<file path="src/rtl/akscan_pkg.sv">
// ----------------------------------------------------------------------------
// akscan_pkg: shared types and constants of the ADC ladder key scanner
// Holds the key codes, register indexes, the window size and the structs
// that link the top level to the key tracker.
// ----------------------------------------------------------------------------
package akscan_pkg;

  // Window of ADC samples, one per cell
  localparam int unsigned WINDOW_DEPTH = 16;
  localparam int unsigned CNT_W        = (WINDOW_DEPTH > 1) ? $clog2(WINDOW_DEPTH) : 1;

  // Time none must be seen before the active key lets go
  localparam logic [31:0] RELEASE_MS = 32'd30;

  localparam logic [15:0] LEVEL_MAX = 16'hFFFF;

  // Item kinds
  localparam logic OP_SAMPLE = 1'b0;
  localparam logic OP_SCAN   = 1'b1;

  // Configuration register indexes
  localparam logic [2:0] REG_PRESS_TH = 3'd0;
  localparam logic [2:0] REG_LEFT_TH  = 3'd1;
  localparam logic [2:0] REG_RIGHT_TH = 3'd2;
  localparam logic [2:0] REG_UP_TH    = 3'd3;
  localparam logic [2:0] REG_DOWN_TH  = 3'd4;
  localparam logic [2:0] REG_ACT_MS   = 3'd5;
  localparam logic [2:0] REG_LONG_MS  = 3'd6;
  localparam logic [2:0] REG_REP_MS   = 3'd7;

  typedef enum logic [2:0] {
    KEY_NONE  = 3'd0,
    KEY_PRESS = 3'd1,
    KEY_LEFT  = 3'd2,
    KEY_RIGHT = 3'd3,
    KEY_UP    = 3'd4,
    KEY_DOWN  = 3'd5
  } key_t;

  typedef enum logic [1:0] {
    ST_IDLE,
    ST_SCAN,
    ST_DECODE,
    ST_UPDATE
  } state_t;

  typedef struct packed {
    logic [15:0] press_th;
    logic [15:0] left_th;
    logic [15:0] right_th;
    logic [15:0] up_th;
    logic [15:0] down_th;
    logic [15:0] activate_ms;
    logic [15:0] longpress_ms;
    logic [15:0] repeat_ms;
  } cfg_t;

  // Strobes from the sequencer to the key tracker
  typedef struct packed {
    logic decode;
    logic update;
  } ctrl_t;

  // One result of a scan
  typedef struct packed {
    key_t        stable_key;
    logic [15:0] filtered_adc;
    logic        event_valid;
    key_t        event_key;
  } result_t;

  // Threshold ladder, first match wins
  function automatic key_t decode_level(input logic [15:0] v, input cfg_t c);
    key_t k;
    if (v <= c.press_th) begin
      k = KEY_PRESS;
    end else if (v <= c.left_th) begin
      k = KEY_LEFT;
    end else if (v <= c.right_th) begin
      k = KEY_RIGHT;
    end else if (v <= c.up_th) begin
      k = KEY_UP;
    end else if (v <= c.down_th) begin
      k = KEY_DOWN;
    end else begin
      k = KEY_NONE;
    end
    return k;
  endfunction

endpackage

</file>
<file path="src/rtl/akscan_cell.sv">
// ----------------------------------------------------------------------------
// akscan_cell: one slot of the sample window
// Holds one sample, shifts it on to the next cell when a new sample enters,
// and folds its sample into the running minimum that walks down the row.
// ----------------------------------------------------------------------------
module akscan_cell (
  input  logic        clk,
  input  logic        rst_n,
  input  logic        shift_en,
  input  logic [15:0] sample_in,
  input  logic [15:0] min_in,
  output logic [15:0] sample_out,
  output logic [15:0] min_out
);
  import akscan_pkg::*;

  logic [15:0] sample_r;
  logic [15:0] min_r;
  logic [15:0] min_nxt;

  // Running minimum moves one cell per cycle
  assign min_nxt = (min_in < sample_r) ? min_in : sample_r;

  // Window slots start at full scale
  always_ff @(posedge clk) begin
    if (!rst_n) begin
      sample_r <= LEVEL_MAX;
    end else if (shift_en) begin
      sample_r <= sample_in;
    end
  end

  always_ff @(posedge clk) begin
    min_r <= min_nxt;
  end

  assign sample_out = sample_r;
  assign min_out    = min_r;

endmodule

</file>
<file path="src/rtl/akscan_keyfsm.sv">
// ----------------------------------------------------------------------------
// akscan_keyfsm: key debounce, release hold-off and auto-repeat
// Decode step registers the ladder key and the elapsed-time checks; the
// update step applies them to the key state and forms the scan result.
// ----------------------------------------------------------------------------
module akscan_keyfsm (
  input  logic                clk,
  input  logic                rst_n,
  input  akscan_pkg::ctrl_t   ctrl,
  input  akscan_pkg::cfg_t    cfg,
  input  logic [15:0]         level_in,
  input  logic [31:0]         now,
  output akscan_pkg::result_t res
);
  import akscan_pkg::*;

  // Key state
  key_t        cand_key_r, cand_key_nxt;
  logic [31:0] cand_since_r, cand_since_nxt;
  key_t        act_key_r, act_key_nxt;
  logic [31:0] act_since_r, act_since_nxt;
  logic [31:0] next_rep_r, next_rep_nxt;
  logic [31:0] rel_since_r, rel_since_nxt;
  logic        rel_pend_r, rel_pend_nxt;
  logic        long_act_r, long_act_nxt;

  // Decode step results
  logic [15:0] level_r;
  key_t        dec_r;
  logic        cand_ok_r, long_ok_r, rep_due_r, rel_ok_r;

  logic [31:0] cand_diff, act_diff, rep_diff, rel_diff;
  logic        is_dir;
  logic        ev;
  key_t        ev_key, held;

  // Wrapping elapsed times
  assign cand_diff = now - cand_since_r;
  assign act_diff  = now - act_since_r;
  assign rep_diff  = now - next_rep_r;
  assign rel_diff  = now - rel_since_r;

  always_ff @(posedge clk) begin
    if (ctrl.decode) begin
      level_r   <= level_in;
      dec_r     <= decode_level(level_in, cfg);
      cand_ok_r <= cand_diff >= {16'd0, cfg.activate_ms};
      long_ok_r <= act_diff >= {16'd0, cfg.longpress_ms};
      rep_due_r <= !rep_diff[31];
      // A release that starts at this scan has zero elapsed time
      rel_ok_r  <= rel_pend_r ? (rel_diff >= RELEASE_MS) : (RELEASE_MS == 32'd0);
    end
  end

  assign is_dir = (act_key_r == KEY_LEFT) || (act_key_r == KEY_RIGHT) ||
                  (act_key_r == KEY_UP) || (act_key_r == KEY_DOWN);

  // Update step
  always_comb begin
    cand_key_nxt   = cand_key_r;
    cand_since_nxt = cand_since_r;
    act_key_nxt    = act_key_r;
    act_since_nxt  = act_since_r;
    next_rep_nxt   = next_rep_r;
    rel_since_nxt  = rel_since_r;
    rel_pend_nxt   = rel_pend_r;
    long_act_nxt   = long_act_r;
    ev             = 1'b0;
    ev_key         = KEY_NONE;
    held           = KEY_NONE;
    if (act_key_r == KEY_NONE) begin
      if (dec_r != cand_key_r) begin
        cand_key_nxt   = dec_r;
        cand_since_nxt = now;
      end else if (cand_key_r != KEY_NONE && cand_ok_r) begin
        act_key_nxt   = cand_key_r;
        act_since_nxt = now;
        next_rep_nxt  = now + {16'd0, cfg.longpress_ms};
        rel_pend_nxt  = 1'b0;
        long_act_nxt  = 1'b0;
        held          = cand_key_r;
        ev            = 1'b1;
        ev_key        = cand_key_r;
      end
    end else begin
      held = act_key_r;
      if (dec_r == KEY_NONE) begin
        if (!rel_pend_r) begin
          rel_pend_nxt  = 1'b1;
          rel_since_nxt = now;
        end
        if (rel_ok_r) begin
          act_key_nxt    = KEY_NONE;
          cand_key_nxt   = KEY_NONE;
          cand_since_nxt = now;
          rel_pend_nxt   = 1'b0;
          long_act_nxt   = 1'b0;
          held           = KEY_NONE;
        end
      end else begin
        rel_pend_nxt = 1'b0;
        if (is_dir) begin
          if (!long_act_r) begin
            if (long_ok_r) begin
              long_act_nxt = 1'b1;
              next_rep_nxt = now + {16'd0, cfg.repeat_ms};
              ev           = 1'b1;
              ev_key       = act_key_r;
            end
          end else if (rep_due_r) begin
            next_rep_nxt = now + {16'd0, cfg.repeat_ms};
            ev           = 1'b1;
            ev_key       = act_key_r;
          end
        end
      end
    end
  end

  always_ff @(posedge clk) begin
    if (!rst_n) begin
      cand_key_r   <= KEY_NONE;
      cand_since_r <= '0;
      act_key_r    <= KEY_NONE;
      act_since_r  <= '0;
      next_rep_r   <= '0;
      rel_since_r  <= '0;
      rel_pend_r   <= 1'b0;
      long_act_r   <= 1'b0;
    end else if (ctrl.update) begin
      cand_key_r   <= cand_key_nxt;
      cand_since_r <= cand_since_nxt;
      act_key_r    <= act_key_nxt;
      act_since_r  <= act_since_nxt;
      next_rep_r   <= next_rep_nxt;
      rel_since_r  <= rel_since_nxt;
      rel_pend_r   <= rel_pend_nxt;
      long_act_r   <= long_act_nxt;
    end
  end

  assign res.stable_key   = held;
  assign res.filtered_adc = level_r;
  assign res.event_valid  = ev;
  assign res.event_key    = ev_key;

endmodule

</file>
<file path="src/rtl/adc_ladder_key_scanner.sv">
// ----------------------------------------------------------------------------
// adc_ladder_key_scanner: resistor ladder key scanner
// Sample window as a row of cells, minimum walk, threshold decode, debounce,
// release hold-off and auto-repeat of direction keys.
//
//   channel  | handshake          | payload
//   ---------+--------------------+------------------------------------------
//   in       | in_valid/in_stall  | operation, sample, now_ms
//   out      | out_valid/out_stall| stable_key, filtered_adc, event_valid,
//            |                    | event_key
//   cfg      | APB psel/penable   | 8 x 16-bit registers at 4*index
//
// A sample item is taken and shifts into the cell row.
// A scan item is taken, then the running minimum walks the whole cell
// row, then one step decodes the level and one step updates the key
// state.
// in_stall is high from a scan's acceptance until its result is registered;
// a full output register that is stalled holds the update step.
// Synchronous active-low reset fills the window with full-scale samples.
// ----------------------------------------------------------------------------
module adc_ladder_key_scanner (
  input  logic        clk,
  input  logic        rst_n,
  // input items
  input  logic        in_valid,
  output logic        in_stall,
  input  logic        in_operation,
  input  logic [15:0] in_sample,
  input  logic [31:0] in_now_ms,
  // result items
  output logic        out_valid,
  input  logic        out_stall,
  output logic [2:0]  out_stable_key,
  output logic [15:0] out_filtered_adc,
  output logic        out_event_valid,
  output logic [2:0]  out_event_key,
  // configuration
  input  logic        cfg_psel,
  input  logic        cfg_penable,
  input  logic        cfg_pwrite,
  input  logic [4:0]  cfg_paddr,
  input  logic [31:0] cfg_pwdata,
  output logic [31:0] cfg_prdata,
  output logic        cfg_pready
);
  import akscan_pkg::*;

  state_t           state_r, state_nxt;
  logic [CNT_W-1:0] scan_cnt_r, scan_cnt_nxt;
  logic [31:0]      now_r;
  cfg_t             cfg_r;
  ctrl_t            ctrl;
  result_t          res;

  logic             in_acc, shift_en, scan_acc, out_free, cfg_wr;
  logic [2:0]       cfg_idx;
  logic [15:0]      cfg_rd;

  logic [15:0]      cell_sample [WINDOW_DEPTH];
  logic [15:0]      cell_min [WINDOW_DEPTH];

  logic             out_valid_r;
  key_t             out_stable_r, out_evkey_r;
  logic [15:0]      out_level_r;
  logic             out_ev_r;

  assign in_acc   = in_valid && !in_stall;
  assign shift_en = in_acc && (in_operation == OP_SAMPLE);
  assign scan_acc = in_acc && (in_operation == OP_SCAN);
  assign out_free = !out_valid_r || !out_stall;

  // Configuration registers
  assign cfg_pready = 1'b1;
  assign cfg_idx    = cfg_paddr[4:2];
  assign cfg_wr     = cfg_psel && cfg_penable && cfg_pwrite && cfg_pready;

  always_ff @(posedge clk) begin
    if (!rst_n) begin
      cfg_r.press_th     <= 16'd6553;
      cfg_r.left_th      <= 16'd19660;
      cfg_r.right_th     <= 16'd32767;
      cfg_r.up_th        <= 16'd45874;
      cfg_r.down_th      <= 16'd58981;
      cfg_r.activate_ms  <= 16'd40;
      cfg_r.longpress_ms <= 16'd600;
      cfg_r.repeat_ms    <= 16'd120;
    end else if (cfg_wr) begin
      unique case (cfg_idx)
        REG_PRESS_TH: cfg_r.press_th     <= cfg_pwdata[15:0];
        REG_LEFT_TH:  cfg_r.left_th      <= cfg_pwdata[15:0];
        REG_RIGHT_TH: cfg_r.right_th     <= cfg_pwdata[15:0];
        REG_UP_TH:    cfg_r.up_th        <= cfg_pwdata[15:0];
        REG_DOWN_TH:  cfg_r.down_th      <= cfg_pwdata[15:0];
        REG_ACT_MS:   cfg_r.activate_ms  <= cfg_pwdata[15:0];
        REG_LONG_MS:  cfg_r.longpress_ms <= cfg_pwdata[15:0];
        REG_REP_MS:   cfg_r.repeat_ms    <= cfg_pwdata[15:0];
        default: ;
      endcase
    end
  end

  always_comb begin
    unique case (cfg_idx)
      REG_PRESS_TH: cfg_rd = cfg_r.press_th;
      REG_LEFT_TH:  cfg_rd = cfg_r.left_th;
      REG_RIGHT_TH: cfg_rd = cfg_r.right_th;
      REG_UP_TH:    cfg_rd = cfg_r.up_th;
      REG_DOWN_TH:  cfg_rd = cfg_r.down_th;
      REG_ACT_MS:   cfg_rd = cfg_r.activate_ms;
      REG_LONG_MS:  cfg_rd = cfg_r.longpress_ms;
      REG_REP_MS:   cfg_rd = cfg_r.repeat_ms;
      default:      cfg_rd = '0;
    endcase
  end
  assign cfg_prdata = {16'd0, cfg_rd};

  // Cell row: samples shift toward the end, the minimum walks the same way
  for (genvar i = 0; i < WINDOW_DEPTH; i++) begin : g_cell
    logic [15:0] s_in, m_in;
    if (i == 0) begin : g_head
      assign s_in = in_sample;
      assign m_in = LEVEL_MAX;
    end else begin : g_body
      assign s_in = cell_sample[i-1];
      assign m_in = cell_min[i-1];
    end
    akscan_cell u_cell (
      .clk        (clk),
      .rst_n      (rst_n),
      .shift_en   (shift_en),
      .sample_in  (s_in),
      .min_in     (m_in),
      .sample_out (cell_sample[i]),
      .min_out    (cell_min[i])
    );
  end

  // Scan timestamp
  always_ff @(posedge clk) begin
    if (scan_acc) begin
      now_r <= in_now_ms;
    end
  end

  // Sequencer next state
  always_comb begin
    state_nxt    = state_r;
    scan_cnt_nxt = scan_cnt_r;
    unique case (state_r)
      ST_IDLE: begin
        scan_cnt_nxt = '0;
        if (scan_acc) begin
          state_nxt = ST_SCAN;
        end
      end
      ST_SCAN: begin
        scan_cnt_nxt = scan_cnt_r + 1'b1;
        if (scan_cnt_r == CNT_W'(WINDOW_DEPTH - 1)) begin
          state_nxt = ST_DECODE;
        end
      end
      ST_DECODE: begin
        state_nxt = ST_UPDATE;
      end
      ST_UPDATE: begin
        if (out_free) begin
          state_nxt = ST_IDLE;
        end
      end
      default: state_nxt = ST_IDLE;
    endcase
  end

  // Sequencer outputs
  always_comb begin
    in_stall    = 1'b1;
    ctrl.decode = 1'b0;
    ctrl.update = 1'b0;
    unique case (state_r)
      ST_IDLE:   in_stall    = 1'b0;
      ST_SCAN:   ;
      ST_DECODE: ctrl.decode = 1'b1;
      ST_UPDATE: ctrl.update = out_free;
      default:   ;
    endcase
  end

  always_ff @(posedge clk) begin
    if (!rst_n) begin
      state_r    <= ST_IDLE;
      scan_cnt_r <= '0;
    end else begin
      state_r    <= state_nxt;
      scan_cnt_r <= scan_cnt_nxt;
    end
  end

  akscan_keyfsm u_keyfsm (
    .clk      (clk),
    .rst_n    (rst_n),
    .ctrl     (ctrl),
    .cfg      (cfg_r),
    .level_in (cell_min[WINDOW_DEPTH-1]),
    .now      (now_r),
    .res      (res)
  );

  // Output register
  always_ff @(posedge clk) begin
    if (!rst_n) begin
      out_valid_r <= 1'b0;
    end else if (ctrl.update) begin
      out_valid_r <= 1'b1;
    end else if (!out_stall) begin
      out_valid_r <= 1'b0;
    end
  end

  always_ff @(posedge clk) begin
    if (ctrl.update) begin
      out_stable_r <= res.stable_key;
      out_level_r  <= res.filtered_adc;
      out_ev_r     <= res.event_valid;
      out_evkey_r  <= res.event_key;
    end
  end

  assign out_valid        = out_valid_r;
  assign out_stable_key   = out_stable_r;
  assign out_filtered_adc = out_level_r;
  assign out_event_valid  = out_ev_r;
  assign out_event_key    = out_evkey_r;

  // A new result appears only from the update step
  a_out_from_update: assert property (@(posedge clk) disable iff (!rst_n)
    $rose(out_valid_r) |-> $past(state_r == ST_UPDATE))
    else $error("result appeared outside the update step");

  // Decode only after the minimum walked the whole row
  a_full_walk: assert property (@(posedge clk) disable iff (!rst_n)
    (state_r == ST_DECODE) |->
      ($past(state_r == ST_SCAN) && $past(scan_cnt_r) == CNT_W'(WINDOW_DEPTH - 1)))
    else $error("decode started before the minimum walk finished");

  // No event means no event key
  a_ev_key_none: assert property (@(posedge clk) disable iff (!rst_n)
    (out_valid_r && !out_ev_r) |-> (out_evkey_r == KEY_NONE))
    else $error("event key set without an event");

  // An event always names the stable key
  a_ev_is_stable: assert property (@(posedge clk) disable iff (!rst_n)
    (out_valid_r && out_ev_r) |-> (out_evkey_r == out_stable_r))
    else $error("event key differs from stable key");

endmodule

</file>
<file path="config.mk">
export PLATFORM = sky130hd
export DESIGN_NAME = adc_ladder_key_scanner
export DESIGN_NICKNAME = d
export VERILOG_FILES = /design/src/rtl/akscan_pkg.sv /design/src/rtl/akscan_cell.sv /design/src/rtl/akscan_keyfsm.sv /design/src/rtl/adc_ladder_key_scanner.sv
export SDC_FILE = /design/constraint.sdc
export NUM_CORES = 2
export LEC_CHECK = 0
export ABC_AREA = 1
export BUFFER_PORTS_ARGS = -buffer_cell sky130_fd_sc_hd__buf_2
export CAP_MARGIN = 40
export CORE_MARGIN = 2
export CORE_UTILIZATION = 63
export DETAILED_ROUTE_END_ITERATION = 7
export GPL_TIMING_DRIVEN = 0
export PLACE_DENSITY = 0.93
export SLEW_MARGIN = 15
export SYNTH_ARGS = -nofsm -noshare
export SYNTH_HDL_FRONTEND = slang
export SYNTH_SLANG_ARGS = --single-unit
export TNS_END_PERCENT = 50
</file>
<file path="constraint.sdc">
create_clock -name clk -period 4 [get_ports clk]
set_input_delay 1 -clock clk [delete_from_list [all_inputs] [get_ports clk]]
set_output_delay 1 -clock clk [all_outputs]
set_load 0.1 [all_outputs]
</file>
# [Yosys cells after proc, flatten, opt, wreduce, memory -nomap -nowiden]
# Cells that the tools add are included.
[op_classes] n_addsub=7 n_lt_le_gt_ge=24 eq_ne=26 muxes=78 bitwise=4 reduce_logical=40
[op_table] operator="two-way mux 32 bit" count=12
[op_table] operator="< comparator 16 bit" count=15
[op_table] operator="two-way mux 16 bit" count=15
[op_table] operator="one-hot mux 16 bit (8 select lines)" count=1
[op_table] operator="subtractor 32 bit" count=4
[op_table] operator="<= comparator 16 bit" count=5
[op_table] operator="adder 32 x 16 -> 32 bit" count=2
[op_table] operator="greater-or-equal comparator 32 x 16 -> 1 bit" count=2
[op_table] operator="two-way mux 3 bit" count=20
[op_table] operator="greater-or-equal comparator 32 x 5 -> 1 bit, second input constant" count=1
[op_table] operator="two-way mux 1 bit" count=23
[op_table] operator="== test 3 bit, second input constant" count=6
[op_table] operator="< comparator 16 bit, first input constant" count=1
[op_table] operator="AND reduction 2 bit" count=8
[op_table] operator="== test 3 x 2 -> 1 bit, second input constant" count=4
[op_table] operator="!= test 2 bit, second input constant" count=6
[op_table] operator="AND reduction 4 bit" count=3
[op_table] operator="two-way mux 2 bit" count=5
[op_table] operator="logical NOT 3 bit" count=3
[op_table] operator="nonzero test 3 bit" count=3
[op_table] operator="one-hot mux 2 bit (4 select lines)" count=1
[op_table] operator="one-hot mux 4 bit (2 select lines)" count=1
[op_table] operator="nonzero test 2 bit" count=4
[op_table] operator="AND reduction 7 bit" count=1
[op_table] operator="17 further kinds" count=33
[totals] reg_bits=861 input_bits=93 output_inout_bits=58

# [Depth between registers and ports, before layout]
[depth] depth_word=7 depth_mapped=22

# [Hierarchy]
# A second synthesis with hierarchy kept.
[hier_totals] hier_cells=6748 hier_area_um2=50191.9
[modules_own_cells] mod="akscan_cell" n_inst=16 cells_per_inst=187 area_per_inst_um2=1569.0 seq_area_each_um2=640.6
[modules_own_cells] mod="akscan_keyfsm" n_inst=1 cells_per_inst=2832 area_per_inst_um2=17319.1 seq_area_each_um2=3413.3
[modules_own_cells] mod="adc_ladder_key_scanner" n_inst=1 cells_per_inst=924 area_per_inst_um2=7768.7 seq_area_each_um2=4354.2

# [Least setup slack after synthesis]
# Ideal clock, no wire load.
[synth_path] path_type="in2out" startpoint="input port cfg_paddr[3]" endpoint="output port cfg_prdata[10]" t_arrival_ns=2.992 path_slack_ns=0.008 cell_stages=4 cell_sequence="nor2_1 nand2_1 clkbuf_1 o211ai_1"
[synth_between] elab_chain_cells=2 word_cells_on_any_way=9 classes_between="eq/ne: 7; mux: 1; reduce/logical: 1"
[synth_lines] item="from (decl)" line="adc_ladder_key_scanner.sv:41" text="input logic [4:0] cfg_paddr,"
[synth_lines] item="== test 3 bit (tied with other cells)" line="adc_ladder_key_scanner.sv:103" text="unique case (cfg_idx)"
[synth_lines] item="one-hot mux 16 bit (8 select lines) *" line="adc_ladder_key_scanner.sv:103"
[synth_lines] item="to (decl)" line="adc_ladder_key_scanner.sv:43" text="output logic [31:0] cfg_prdata,"
# Mark *: on every way between the ends. The rest lies on a longest branch, timed or not.

# [Final worst setup path]
[layout_path] startpoint="input port cfg_paddr[3]" endpoint="output port cfg_prdata[14]"
# Same word-level chain as after synthesis.

==> results by group <==
Floorplan
  – IO Pins: around 150
  – Row count: between 90 and 100
  – DIE WIDTH: about 270 um
  – Die span in y: between 200 and 300 um
  – Core area: roughly 72000 um^2
  – Die Area: ~75000 um^2
  – Effective utilization at floorplan: 0.638

Cells and area
  – Most frequent cells in the layout: nand2_1 (1132), inv_1 (881), dfxtp_1 (783)
  – Design area: 51100 um^2
  – Final Non-Filler Cells: 7303
  – Fillers: 5454
  – Most common cell after layout, fill and taps aside: nand2_1
  – Layout cells sized above 1: 0.0621
  – Area of the multi-input gates: roughly 24000 um^2
  – Post-layout util: 0.712
  – Area Growth Syn to Fin: 11.7%
  – Seq. cell area: about 18000 um^2
  – Final Net Count: just under 7000

Synthesis
  – Post-Synthesis Cells: slightly above 6000
  – Seq cells post-synth: about 860
  – Proportion of synthesized chip area in sequential cells: 0.394
  – Synth Warn #: 0
  – Synth Area per Inst: roughly 7.6 um^2
  – Top FF cell, synth: dfxtp_1
  – Synthesized area: ~46000 um^2
  – Yosys cell types: 50
  – Async set-reset flop share out of synthesis: 0
  – Post-synth EDFFs: between 70 and 80

Timing
  – RSZ-0062 raised after global routing: yes
  – Clock Skew: around 0.032 ns
  – Min cycle time layout: about 4.0 ns
  – Count of final hold-check violations: 0
  – Fmax: 250 MHz
  – TNS Setup: 0 ns
  – Max-slew headroom: 0.429
  – Setup violators final: 0
  – Max-slew violations: 0
  – Fin crit share: 1.00
  – Worst slew pin tran: ~0.86 ns

Setup path
  – Crit path kind: in -> out
  – Critical R2R Launch: now_r[1]$_DFFE_PP_
  – Worst path required time: 3.00 ns
  – Crit start category: primary input
  – Reg2Reg Depth: 21
  – Data arrival time of the critical path: 3.00 ns
  – Crit end category: primary output
  – Critical path fanouts, max: 10
  – Worst R2R Setup Slack: about 0.08 ns
  – Reg-to-reg critical path endpoint: u_keyfsm.long_ok_r$_DFFE_PP_

GRT
  – Largest net degree at the start of global routing: 27
  – Vias in the first global route: 41700
  – Global-route wire length before repair: about 220 mm
  – GR Util All Layers: 0.362
  – Initial antenna violation count: 6
  – Gr ovfl total: 0

CTS
  – # hold bufs at CTS: 0
  – Clock Path Buffers: 3
  – CTS tree: done
  – Clock sinks: between 800 and 900
  – CTS Buf Count: 89
  – Htree depth: 3
  – Worst-Skew Late Latency: about 0.67 ns
  – Worst-path clk slew: around 0.06 ns
  – Clk root buf: clkbuf_16

Placement
  – Port buffer count: roughly 110
  – Cell area after placement: approximately 48000 um^2
  – Routability cong.: 1.02
  – Dpl hpwl: approximately 100 mm
  – Placed insts: between 7000 and 8000

Pwr
  – Max IR drop VDD: between 0.4 and 0.5 mV
  – Sw frac: 0.406
  – PD cells: approximately 630 nW/um^2
  – Power share of the combinational group: 0.365
  – Clk pwr share: 0.280
  – Flop pwr share: 0.355
  – Switching Power: approximately 13 mW
  – Cell internal pwr: between 15 and 20 mW
  – PnR Total Power: around 32 mW
  – Lkg Pwr: about 24 nW

Detailed routing
  – Via count: between 40000 and 50000
  – Starting DRT DRC Count: just under 5000
  – Post-detailed-route wirelength per cell: 19.1 um
  – DRC Markers: 0
  – Vias per cell: 5.96
  – Post-Route WL: about 140 mm
  – Final ANT Viol Nets: 0
  – DR pass1 iterations: 8

Worst hold path
  – Worst Hold End: g_cell[0].u_cell.min_out[9]$_DFF_P_
  – Hold Crit Start: g_cell[0].u_cell.sample_out[9]$_SDFFE_PN1P_
  – Min-Delay Path Depth: 0
  – Hold crit path type: reg -> reg

Job
  – Max cap viols: 0

Status
  – Outcome: complete, no violations
==> cells in the mapped netlist, types with 5 or more instances <==
cell / instances / area [um^2]
a21o_1: 20 / 150
o22ai_1: 33 / 206
a21boi_0: 5 / 37.5
ha_1: 481 / 6020
nand4_1: 50 / 313
clkbuf_1: 165 / 619
inv_2: 8 / 30.0
nor3_1: 59 / 295
xnor2_1: 11 / 96.3
nand2_1: 1135 / 4260
a211oi_1: 11 / 82.6
edfxtp_1: 78 / 2340
o21ai_0: 373 / 1870
a221oi_1: 16 / 140
o211ai_1: 292 / 2190
nand3b_1: 17 / 128
a31oi_1: 6 / 37.5
nor4_1: 8 / 50.1
nor2_2: 5 / 31.3
dfxtp_1: 783 / 15700
buf_4: 18 / 135
o21a_1: 9 / 67.6
buf_2: 46 / 230
inv_1: 884 / 3320
a21oi_1: 779 / 3900
and3_1: 5 / 31.3
xor2_1: 46 / 403
nor2_1: 466 / 1750
nand3_1: 185 / 926
o21bai_1: 10 / 75.1
==> area by class of cell <==
type,instances,area share
buffer,231,0.0198
sequential,861,0.353
clock inverter,45,0.0122
clock buffer,121,0.0507
timing repair buffer,127,0.0145
inverter,894,0.0658
multi-input combinational,4070,0.461
tap,950,0.0233
antenna,4,0.000196
==> power groups by stage <==
| stage | logic, mW | clock network, mW | registers [mW] |
|---|---|---|---|
| after detailed placement | 11.0 | 0 | 11.5 |
| after CTS | 11.4 | 8.99 | 11.3 |
| after global routing | 13.0 | 9.36 | 11.5 |
| after global placement | 10.5 | 0 | 11.5 |
| final | 11.8 | 9.02 | 11.4 |
| after floorplan | 7.91 | 0 | 11.2 |
==> worst max-delay path: stages <==
cell	delay, ns
buf_2	0.14
nor2_1	0.21
nand2_1	0.24
clkbuf_2	0.30
o22ai_1	0.45
a221oi_1	0.17
o211ai_1	0.15
buf_4	0.33
==> per-layer routing <==
metal | vias up | share of wire | global-route usage
met2 | 2207 | 0.46 | 0.603
met1 | 20300 | 0.40 | 0.464
li1 | 20600 | - | -
met4 | 4 | 0.044 | 0.152
met3 | 429 | 0.099 | 0.0646
met5 | - | 0.00019 | 0
==> metrics by stage <==
stage                     hold slack, ns  worst slack [ns]
after global placement             0.359            -0.761
after global routing               0.381           -0.0606
after detailed placement           0.360            -0.481
after floorplan                    0.351           0.00788
after CTS                          0.369            -0.110
final                              0.371          0.000100
==> how the worst max path moves through the flow <==
stage                             from                                    end  slack [ns]
global route              cfg_paddr[3]                         cfg_prdata[14]       -0.06
finish                    cfg_paddr[3]                         cfg_prdata[14]      0.0001
floorplan                 cfg_paddr[3]                         cfg_prdata[10]       0.008
detailed placement  now_r[1]$_DFFE_PP_           u_keyfsm.long_ok_r$_DFFE_PP_       -0.48
global placement             out_stall  u_keyfsm.rel_since_r[25]$_SDFFE_PN0P_       -0.76
CTS                 now_r[0]$_DFFE_PP_           u_keyfsm.long_ok_r$_DFFE_PP_       -0.11
==> flip-flops by register name, indices dropped and copies added (netlist names), 4 cells and up <==
signal and flops:
out_filtered_adc 16, g_cell.u_cell.min_out 256, u_keyfsm.level_r 16, cfg_r 128, g_cell.u_cell.sample_out 256, u_keyfsm.next_rep_r 32, scan_cnt_r 4, u_keyfsm.rel_since_r 32
u_keyfsm.act_since_r 32, u_keyfsm.cand_since_r 32, now_r 32
==> timing repair <==
| action | in CTS | in global routing |
|---|---|---|
| resized for setup | 12 | 27 |
| endpoints found under the setup margin | 14 | 15 |
| buffers inserted | 1 | 5 |
==> logic make-up after synthesis <==
kind of cell,Yosys count,share of synthesized area
flip-flops,861,0.394
AND/OR/NAND/NOR,1944,0.173
other,2,0.000164
XOR/XNOR,57,0.0109
buffers and inverters,1126,0.0954
AO/OA/AOI/OAI,1567,0.194
adder cells (fa/ha/maj),485,0.133
Note: power is estimated with default switching activity, not from simulation.
